--- src/rtl/core/rsca_pkg.sv ---
`default_nettype none

package rsca_pkg;

    localparam int COORD_W = 6;
    localparam int FILL_W = 7;
    localparam int THR_W = 4;
    localparam int COUNT_W = 4;
    localparam int CFG_IDX_W = 1;
    localparam int CFG_DATA_W = 7;

    localparam int GRID_WIDTH_DEFAULT = 64;
    localparam int GRID_HEIGHT_DEFAULT = 64;

    localparam logic [FILL_W-1:0] FILL_RESET = 7'd45;
    localparam logic [THR_W-1:0] THR_RESET = 4'd4;

    localparam logic [CFG_IDX_W-1:0] CFG_FILL_PERCENT = 1'b0;
    localparam logic [CFG_IDX_W-1:0] CFG_NEIGHBOR_THRESHOLD = 1'b1;

    localparam logic ACT_SEED = 1'b0;
    localparam logic ACT_UPDATE = 1'b1;

    typedef struct packed {
        logic               action;
        logic [COORD_W-1:0] cell_x;
        logic [COORD_W-1:0] cell_y;
        logic [FILL_W-1:0]  roll;
    } item_t;

    typedef struct packed {
        logic               cell_after;
        logic [COUNT_W-1:0] wall_count;
        logic               changed;
    } result_t;

    typedef struct packed {
        logic [FILL_W-1:0] fill_percent;
        logic [THR_W-1:0]  neighbor_threshold;
    } cfg_t;

endpackage

`default_nettype wire

--- src/rtl/core/rsca_cfg.sv ---
`default_nettype none

module rsca_cfg
    import rsca_pkg::*;
(
    input  wire logic                  clk,
    input  wire logic                  rst_n,
    input  wire logic                  cfg_write,
    input  wire logic [CFG_IDX_W-1:0]  cfg_index,
    input  wire logic [CFG_DATA_W-1:0] cfg_data,
    output cfg_t                       cfg
);

    cfg_t cfg_reg;

    always_ff @(posedge clk or negedge rst_n)
    begin
        if (!rst_n)
        begin
            cfg_reg.fill_percent <= FILL_RESET;
            cfg_reg.neighbor_threshold <= THR_RESET;
        end
        else if (cfg_write)
        begin
            case (cfg_index)
                CFG_FILL_PERCENT:
                begin
                    cfg_reg.fill_percent <= cfg_data[FILL_W-1:0];
                end
                CFG_NEIGHBOR_THRESHOLD:
                begin
                    cfg_reg.neighbor_threshold <= cfg_data[THR_W-1:0];
                end
                default:
                begin
                end
            endcase
        end
    end

    assign cfg = cfg_reg;

endmodule

`default_nettype wire

--- config.mk ---
export PLATFORM = sky130hd
export DESIGN_NAME = rsca_cfg
export DESIGN_NICKNAME = d
export VERILOG_FILES = /design/src/rtl/core/rsca_pkg.sv /design/src/rtl/core/rsca_cfg.sv
export SDC_FILE = /design/constraint.sdc
export NUM_CORES = 1
export LEC_CHECK = 0
export ABC_AREA = 1
export BUFFER_PORTS_ARGS = -buffer_cell sky130_fd_sc_hd__buf_2
export CAP_MARGIN = 5
export CORE_AREA = 2 2 39 41
export DETAILED_ROUTE_END_ITERATION = 7
export DIE_AREA = 0 0 41 43
export HOLD_SLACK_MARGIN = 0.12
export PLACE_DENSITY = 0.68
export SLEW_MARGIN = 20
export SYNTH_ARGS = -nofsm -noshare
export SYNTH_HDL_FRONTEND = slang
export SYNTH_SLANG_ARGS = --single-unit
--- constraint.sdc ---
create_clock -name clk -period 2.1 [get_ports clk]
set_clock_uncertainty 0.1 [all_clocks]
set_input_delay 0.315 -clock clk [delete_from_list [all_inputs] [get_ports clk]]
set_output_delay 0.315 -clock clk [all_outputs]
set_load 0.005 [all_outputs]
==> impl_metrics.toml, run 1 <==
[outcome]
status = "finished, final reports clean"

[worst_hold_path]
hp-class = "in2reg"
hp-start = "cfg_data[3]"
whs_path_depth = 3
worstHoldEndpoint = "cfg[7]"

[route]
avgRoutedWirePerCell_um = 10.06
remaining_drc_errors = 0
first_pass_iters = 4
num_vias = 379
routed_wl_um = 895
avgViaCountPerCell = 4.258
antenna_left = 0
drtIter0Drc = 5

[logic_synthesis]
syn-instance-count = 48
synth_top_area_share = 0.3343
synth_cell_types = 7
ys_warn_count = 0
netlist_area_um2 = 449.2
ys_ff_latch = 11
yosysTopAreaCell = "dfrtp_1"
syn_area_per_cell_um2 = 9.358
syn_nets = 59
ys_seq_area_frac = 0.6267
synth.area.top_cells = "dfrtp_1 33%, dfstp_2 29%, nand2_1 19%, nand3_1 12%, buf_6 2.5%"

[finish]
drive_above_1_share = 0.4247
final_util = 0.4331
syn2layout_area_growth_pct = 33.43
fin_nets = 85
layout_commonest_cell = "nand2_1"
largest_reg_flops = 11
num_antenna_cells = 0
final_cell_mix = "23 x nand2_1, 21 x buf_2, 11 x nand3_1, 6 x dfrtp_1, 5 x dfstp_2"

[critical_path]
end_kind = "output pin"
rrSetupSlack_ns = 1.30
cp-start-kind = "register"
cpPeakStageDelay_ns = 0.53
path_class = "reg2out"
worstReg2RegStart = "cfg[2]"
crit_slowest_cell = "dfstp_2"
crit-reg2reg-capture = "cfg[2]"
cp_data_arrival_time_ns = 0.89
worstRegToRegCells = 2
required_ns = 1.68
critical_path_buf_inv_count = 1
critPathTopFamily = "flip-flops"
critPathMaxFanout = 2
crit_chain = "buf_2"

[sta]
grt_setup_unrepaired = "false"
setup_viol = 0
final.setup.tns_ns = 0
relSlewSlack = 0.8379
hold_ws_ns = 0.1807
post-route-period-util = 0.6226
worst_pin_slew_ns = 0.2431
hold_viol = 0
drv_slew = 0
fmax_mhz = 764.8
fin_ws_ns = 0.7925
finalCriticalPeriod_ns = 1.307

[power_and_ir_drop]
fin_total_pwr_w = 0.0004813
power_density_mw_per_mm2 = 803.1
power_leakage_nw = 0.3402
ir_drop_uv = 332.9

[clock_tree]
cts_tree = "built"
clk_latency_ns = 0.26
clock_path_buffers = 2
clk_pin_slew_ns = 0.07
cts_resized = 0
clock_sinks = 11
numCtsBuffers = 3
htree_levels = 1
clock-root-buffer = "clkbuf_4"

[global_route]
gr-usage-all-layers = 0.1231
grt.overflow.total = 0
grt_pass1_vias = 347
grt_max_degree = 14
grt_first_pass_wirelength_um = 1455
antenna_found_initial = 0

[die]
core_mm2 = 0.001384
die_area_mm2 = 0.001763
rows = 14
die_w_um = 41
die_y_um = 43
pin_count = 22
initial_core_util = 0.3246

[placed_design]
gp_congestion = 0.7144
pre_cts_ws_ns = 1.070
hpwl_um = 709.9
port_buffers = 21

[job]
maxCapViolations = 0
per-layer routing:
metal | routed length [µm] | global-route usage
met2 | 412 | 0.1750
met4 | 0 | 0.06000
met3 | 72 | 0.03141
met5 | 0 | 0
met1 | 410 | 0.1678
power by group:
part	switching [W]	internal [W]	leakage, nW	total [W]
Combinational	0.0000426	0.0000384	0.199	0.0000810
Sequential	0.0000122	0.000247	0.127	0.000259
Clock	0.0000678	0.0000733	0.0150	0.000141
cells in the mapped netlist (all sizes together):
| cell type | number |
|---|---|
| nand2 | 24 |
| nand3 | 11 |
| dfrtp | 6 |
| dfstp | 5 |
| buf | 1 |
| inv | 1 |
final cells by class:
class                           count  area (µm²)
Clock buffer                        4       26.28
Fill cell                         152       784.5
Inverter                            1       3.754
Multi-Input combinational cell     35       152.6
Sequential cell                    11       281.5
Tap cell                           16       20.02
Timing Repair Buffer               22       115.1
metrics by stage:
step / instance area (µm²) / std cells
floorplan: 449.2 / 48
detailed placement: 563.0 / 84
CTS: 599.3 / 89
global route: 599.3 / 89
global placement: 563.0 / 84
finish: 599.3 / 89
logic make-up (layout without fill, tap and decap cells):
family | count (synthesis) | after routing | synth area share
buffers and inverters | 2 | 27 | 0.03342
AND/OR/NAND/NOR | 35 | 35 | 0.3398
flip-flops | 11 | 11 | 0.6267
how the worst max path moves through the flow:
stage               cells after the start    from     end
finish                                  1  cfg[7]  cfg[7]
CTS                                     1  cfg[4]  cfg[4]
global placement                        1  cfg[2]  cfg[2]
global route                            1  cfg[4]  cfg[4]
floorplan                               0  cfg[2]  cfg[2]
detailed placement                      1  cfg[4]  cfg[4]
repair_timing:
item,CTS,global route
hold buffers,1,0
hold endpoints to repair,11,0
buffers inserted,0,0
Power figures use the tool's default switching activity.
==> inputs of run 2 (changes only) <==
Settings changed: PLACE_DENSITY 0.68 to 0.7.
Clock period 2.1 ns to 1.05 ns, I/O delays scaled along.
==> run 2 against run 1 <==
Hold slack lost 0.072 ns. Routed wire length up 14%. Critical path depth unchanged. Setup slack worse by 0.89 ns. Largest cell class unchanged. Non-clock buffer count is 13 higher. The flow now finishes with violations (negative setup slack). Final cell count increased by 15%. Critical endpoint is now cfg[9].
==> impl_metrics.toml, run 2 (synthesis results as in run 1) <==
[worst_hold_path]
whs_path_depth = 4
hp-class = "in2reg"

[placed_design]
hpwl_um = 685.2
placed_cells = 85
placed_cell_area_um2 = 570.5
gp_congestion = 0.7036
port_buffers = 21

[power_and_ir_drop]
power_leakage_nw = 0.3984
p_comb_frac = 0.213
power_density_mw_per_mm2 = 1393
p_sw_frac = 0.2494
fin_total_pwr_w = 0.001014
p_int_w = 0.0007613
ir_drop_uv = 846.3
clkPwrFrac = 0.275
power.switching_w = 0.0002529
seq_power_share = 0.511

[finish]
drive_above_1_share = 0.3953
num_antenna_cells = 0
final-instance-count-excl-fill = 102
final_cell_mix = "23 x nand2_1, 20 x buf_2, 11 x nand3_1, 11 x dlygate4sd3_1, 6 x dfrtp_1"
largest_reg_flops = 11
fin_area_um2 = 728.2
layout_commonest_cell = "nand2_1"
fin_nets = 98
syn2layout_area_growth_pct = 62.12
fillers = 141

[die]
die_area_mm2 = 0.001763
rows = 14
initial_core_util = 0.3246
pin_count = 22
core_mm2 = 0.001384
die_y_um = 43
die_w_um = 41

[global_route]
grt_first_pass_wirelength_um = 1587
grt_pass1_vias = 381
grt.overflow.total = 0
antenna_found_initial = 0
grt_max_degree = 12
gr-usage-all-layers = 0.1333

[sta]
grt_setup_unrepaired = "true"
post-route-period-util = 1.096
fmax_mhz = 869.1
relSlewSlack = 0.8390
finalCriticalPeriod_ns = 1.151
fin_ws_ns = -0.1007
worst_pin_slew_ns = 0.2415
final.setup.tns_ns = -0.4914
hold_viol = 0
setup_viol = 5
drv_slew = 0

[route]
avgViaCountPerCell = 4.304
routed_wl_um = 1024
num_vias = 439
drtIter0Drc = 4
antenna_left = 0
avgRoutedWirePerCell_um = 10.04
first_pass_iters = 2
remaining_drc_errors = 0

[critical_path]
rrSetupSlack_ns = 0.19
critPathTopFamily = "flip-flops"
cpPeakStageDelay_ns = 0.54
crit_slowest_cell = "dfstp_2"
worstRegToRegCells = 3
required_ns = 0.79
path_depth = 1
cp_data_arrival_time_ns = 0.89
path_class = "reg2out"
critical_path_buf_inv_count = 1
crit_chain = "buf_6"
critPathMaxFanout = 2
end_kind = "output pin"
cp-start-kind = "register"

[clock_tree]
clock_sinks = 11
clock-root-buffer = "clkbuf_4"
clk_pin_slew_ns = 0.07
htree_levels = 1
cts_tree = "built"
clk_latency_ns = 0.26
numCtsBuffers = 3
clock_path_buffers = 2

[job]
maxCapViolations = 0

[outcome]
violations = "negative setup slack"
status = "finished, violations left"
run 2: cell count changes in the layout (fill, tap and decap cells not counted), sizes merged:
cell,previous run,this run
buf,21,24
dlygate4sd3,1,11
run 2: worst register-to-register path, stage by stage, from the launching register on:
cell and delay (ns):
dfstp_2 0.52, buf_4 0.09, nand2_1 0.04, nand2_1 0.05
run 2: per-layer routing:
metal  GRT usage  part of all wire  vias up
met5           0                 0        -
met4     0.02000                 0        0
met3     0.07853             0.073        0
met2      0.1844              0.46       18
met1      0.1812              0.47      191
li1            -                 -      230
run 2: power by group through the flow:
stage	Combinational, W	Clock, W	Sequential, W
2_1_floorplan	0.0000639	0	0.000533
3_3_place_gp	0.000165	0	0.000524
3_5_place_dp	0.000166	0	0.000526
4_1_cts	0.000199	0.000294	0.000519
5_1_grt	0.000243	0.000323	0.000525
6_report	0.000216	0.000279	0.000519
run 2: path summary, 6_finish.rpt:
check	from	to
worst max-delay path	cfg[9]	cfg[9]
worst min-delay path	cfg_index	cfg[6]
worst max register to register	cfg[6]	cfg[6]
worst min register to register	cfg[4]	cfg[4]
max in group asynchronous	rst_n	cfg[2]
min in group asynchronous	rst_n	cfg[8]
run 2: layout make-up:
cell class,instances,area (µm²),share of cell area
Clock buffer,4,26.28,0.03608
Sequential cell,11,281.5,0.3866
Tap cell,16,20.02,0.02749
Inverter,1,3.754,0.005155
Timing Repair Buffer,35,244.0,0.3351
Multi-Input combinational cell,35,152.6,0.2096
run 2: metrics by stage:
stage | utilization | setup slack (ns) | hold slack (ns)
after global placement | 0.4123 | 0.1837 | -0.06266
after CTS | 0.5109 | -0.1158 | 0.1029
after global routing | 0.5262 | -0.1390 | 0.1313
after detailed placement | 0.4123 | 0.1746 | -0.06402
after floorplan | - | 0.2827 | -0.2381
final | 0.5262 | -0.1007 | 0.1087
run 2: repair_timing:
item / in CTS / in global routing
endpoints found under the hold margin: 22 / 0
hold buffers: 11 / 0
endpoints found under the setup margin: 5 / 11
resized for setup: 0 / 1
setup buffers: 0 / 2
==> inputs of run 3 (changes only) <==
Settings changed: PLACE_DENSITY 0.7 to 0.75.
==> run 3 against run 2 <==
The run still ends with negative setup slack left. Core utilization shrank 0.63 points. Register-to-register slack improved by 0.06 ns. Fmax increased by 0.80%. Sequential power about the same. First-iteration DRC count is 75% higher. Die area did not move. Final cell count down 2.0%. Sequential share of layout area increased by 0.47 points. Sequential cell count is the same. Non-clock buffer count decreased by 2. Routed wire length fell by 3.7%. Clock-buffer cell count stayed put. Critical path type unchanged. Critical endpoint is now cfg[7]. Largest cell class unchanged.
==> impl_metrics.toml, run 3 (synthesis results as in run 1) <==
[route]
first_pass_iters = 3
avgRoutedWirePerCell_um = 9.860
antenna_left = 0
remaining_drc_errors = 0
drtIter0Drc = 7
routed_wl_um = 986
num_vias = 438
avgViaCountPerCell = 4.380

[worst_hold_path]
hp-class = "in2reg"

[power_and_ir_drop]
power_leakage_nw = 0.3901
power_density_mw_per_mm2 = 1399
ir_drop_uv = 489.0

[finish]
final_util = 0.5199
multi_input_area_um2 = 152.6
drive_above_1_share = 0.3810
largest_reg_flops = 11
seq_area_um2 = 281.5
final_cell_mix = "23 x nand2_1, 19 x buf_2, 11 x nand3_1, 11 x dlygate4sd3_1, 6 x dfrtp_1"
fin_area_um2 = 719.4
fillers = 134
syn2layout_area_growth_pct = 60.17
layout_commonest_cell = "nand2_1"
fin_nets = 96
num_antenna_cells = 0

[sta]
setup_viol = 5
fmax_mhz = 876.0
worst_pin_slew_ns = 0.2523
drv_slew = 0
hold_viol = 0
hold_ws_ns = 0.1095
post-route-period-util = 1.087
finalCriticalPeriod_ns = 1.142
fin_ws_ns = -0.09157
grt_setup_unrepaired = "true"
final.setup.tns_ns = -0.4391
relSlewSlack = 0.8318

[clock_tree]
cts_setup_buffers = 0
htree_levels = 1
clk_pin_slew_ns = 0.07
clock_sinks = 11
numCtsBuffers = 3
cts_tree = "built"
clock_path_buffers = 2
clock-root-buffer = "clkbuf_4"
clk_latency_ns = 0.25

[die]
core_mm2 = 0.001384
die_area_mm2 = 0.001763
rows = 14
pin_count = 22
initial_core_util = 0.3246
die_w_um = 41
die_y_um = 43

[global_route]
antenna_found_initial = 0
grt_first_pass_wirelength_um = 1607
grt_pass1_vias = 403
gr-usage-all-layers = 0.1310
grt_max_degree = 12
grt.overflow.total = 0

[critical_path]
critPathTopFamily = "flip-flops"
cp_data_arrival_time_ns = 0.88
crit_slowest_cell = "dfstp_2"
required_ns = 0.79
cpPeakStageDelay_ns = 0.53
crit_chain = "buf_2"
end_kind = "output pin"
critical_path_buf_inv_count = 1
path_class = "reg2out"
critPathMaxFanout = 2
cp-start-kind = "register"

[placed_design]
pre_cts_ws_ns = 0.1840
hpwl_um = 720.5
placed_cell_area_um2 = 570.5
port_buffers = 21
gp_congestion = 0.6858

[job]
maxCapViolations = 0

[outcome]
violations = "negative setup slack"
status = "finished, violations left"
run 3: cell count changes in the layout (fill, tap and decap cells not counted):
cell	before	now
buf_2	20	19
buf_4	3	1
buf_6	1	2
run 3: power breakdown:
group	internal, W	leakage (nW)	switching, W	total [W]
Combinational	0.000114	0.249	0.0000933	0.000208
Clock	0.000146	0.0150	0.000133	0.000279
Sequential	0.000494	0.127	0.0000254	0.000520
Total	0.000755	0.390	0.000251	0.00101
run 3: final timing paths:
check | startpoint | to | slack [ns] | depth (start not counted)
min in group asynchronous | rst_n | cfg[10] | 0.20 | 2
worst min-delay path | cfg_index | cfg[7] | 0.11 | 4
max in group asynchronous | rst_n | cfg[2] | 0.38 | 2
worst max register to register | cfg[6] | cfg[6] | 0.25 | 2
worst max-delay path | cfg[7] | cfg[7] | -0.09 | 1
worst min register to register | cfg[7] | cfg[7] | 0.36 | 2
run 3: routing by layer:
layer | global-route usage | part of all wire
met3 | 0.03141 | 0.067
met5 | 0 | 0
met4 | 0.04000 | 0
met1 | 0.1667 | 0.44
met2 | 0.2094 | 0.49
run 3: repair_timing:
action | CTS | global route
gates cloned | 0 | 0
setup endpoints to repair | 5 | 8
resized for setup | 0 | 2
pin swaps | 0 | 0
hold endpoints to repair | 22 | 0
hold buffers | 11 | 0
run 3: through the flow:
stage	std cells	total power (W)
2_1_floorplan	48	0.0005974
3_3_place_gp	85	0.0006888
3_5_place_dp	85	0.0006924
4_1_cts	100	0.001007
5_1_grt	100	0.001077
6_report	100	0.001006
run 3: final cells by class:
| type | instances | area share |
|---|---|---|
| Timing Repair Buffer | 33 | 0.3270 |
| Sequential cell | 11 | 0.3913 |
| Multi-Input combinational cell | 35 | 0.2122 |
| Tap cell | 16 | 0.02783 |
| Inverter | 1 | 0.005217 |
| Clock buffer | 4 | 0.03652 |
run 3: tightest hold or removal path: stages:
cell and delay, ns:
buf_2 0.11, inv_2 0.08, nand3_1 0.07, nand2_1 0.05
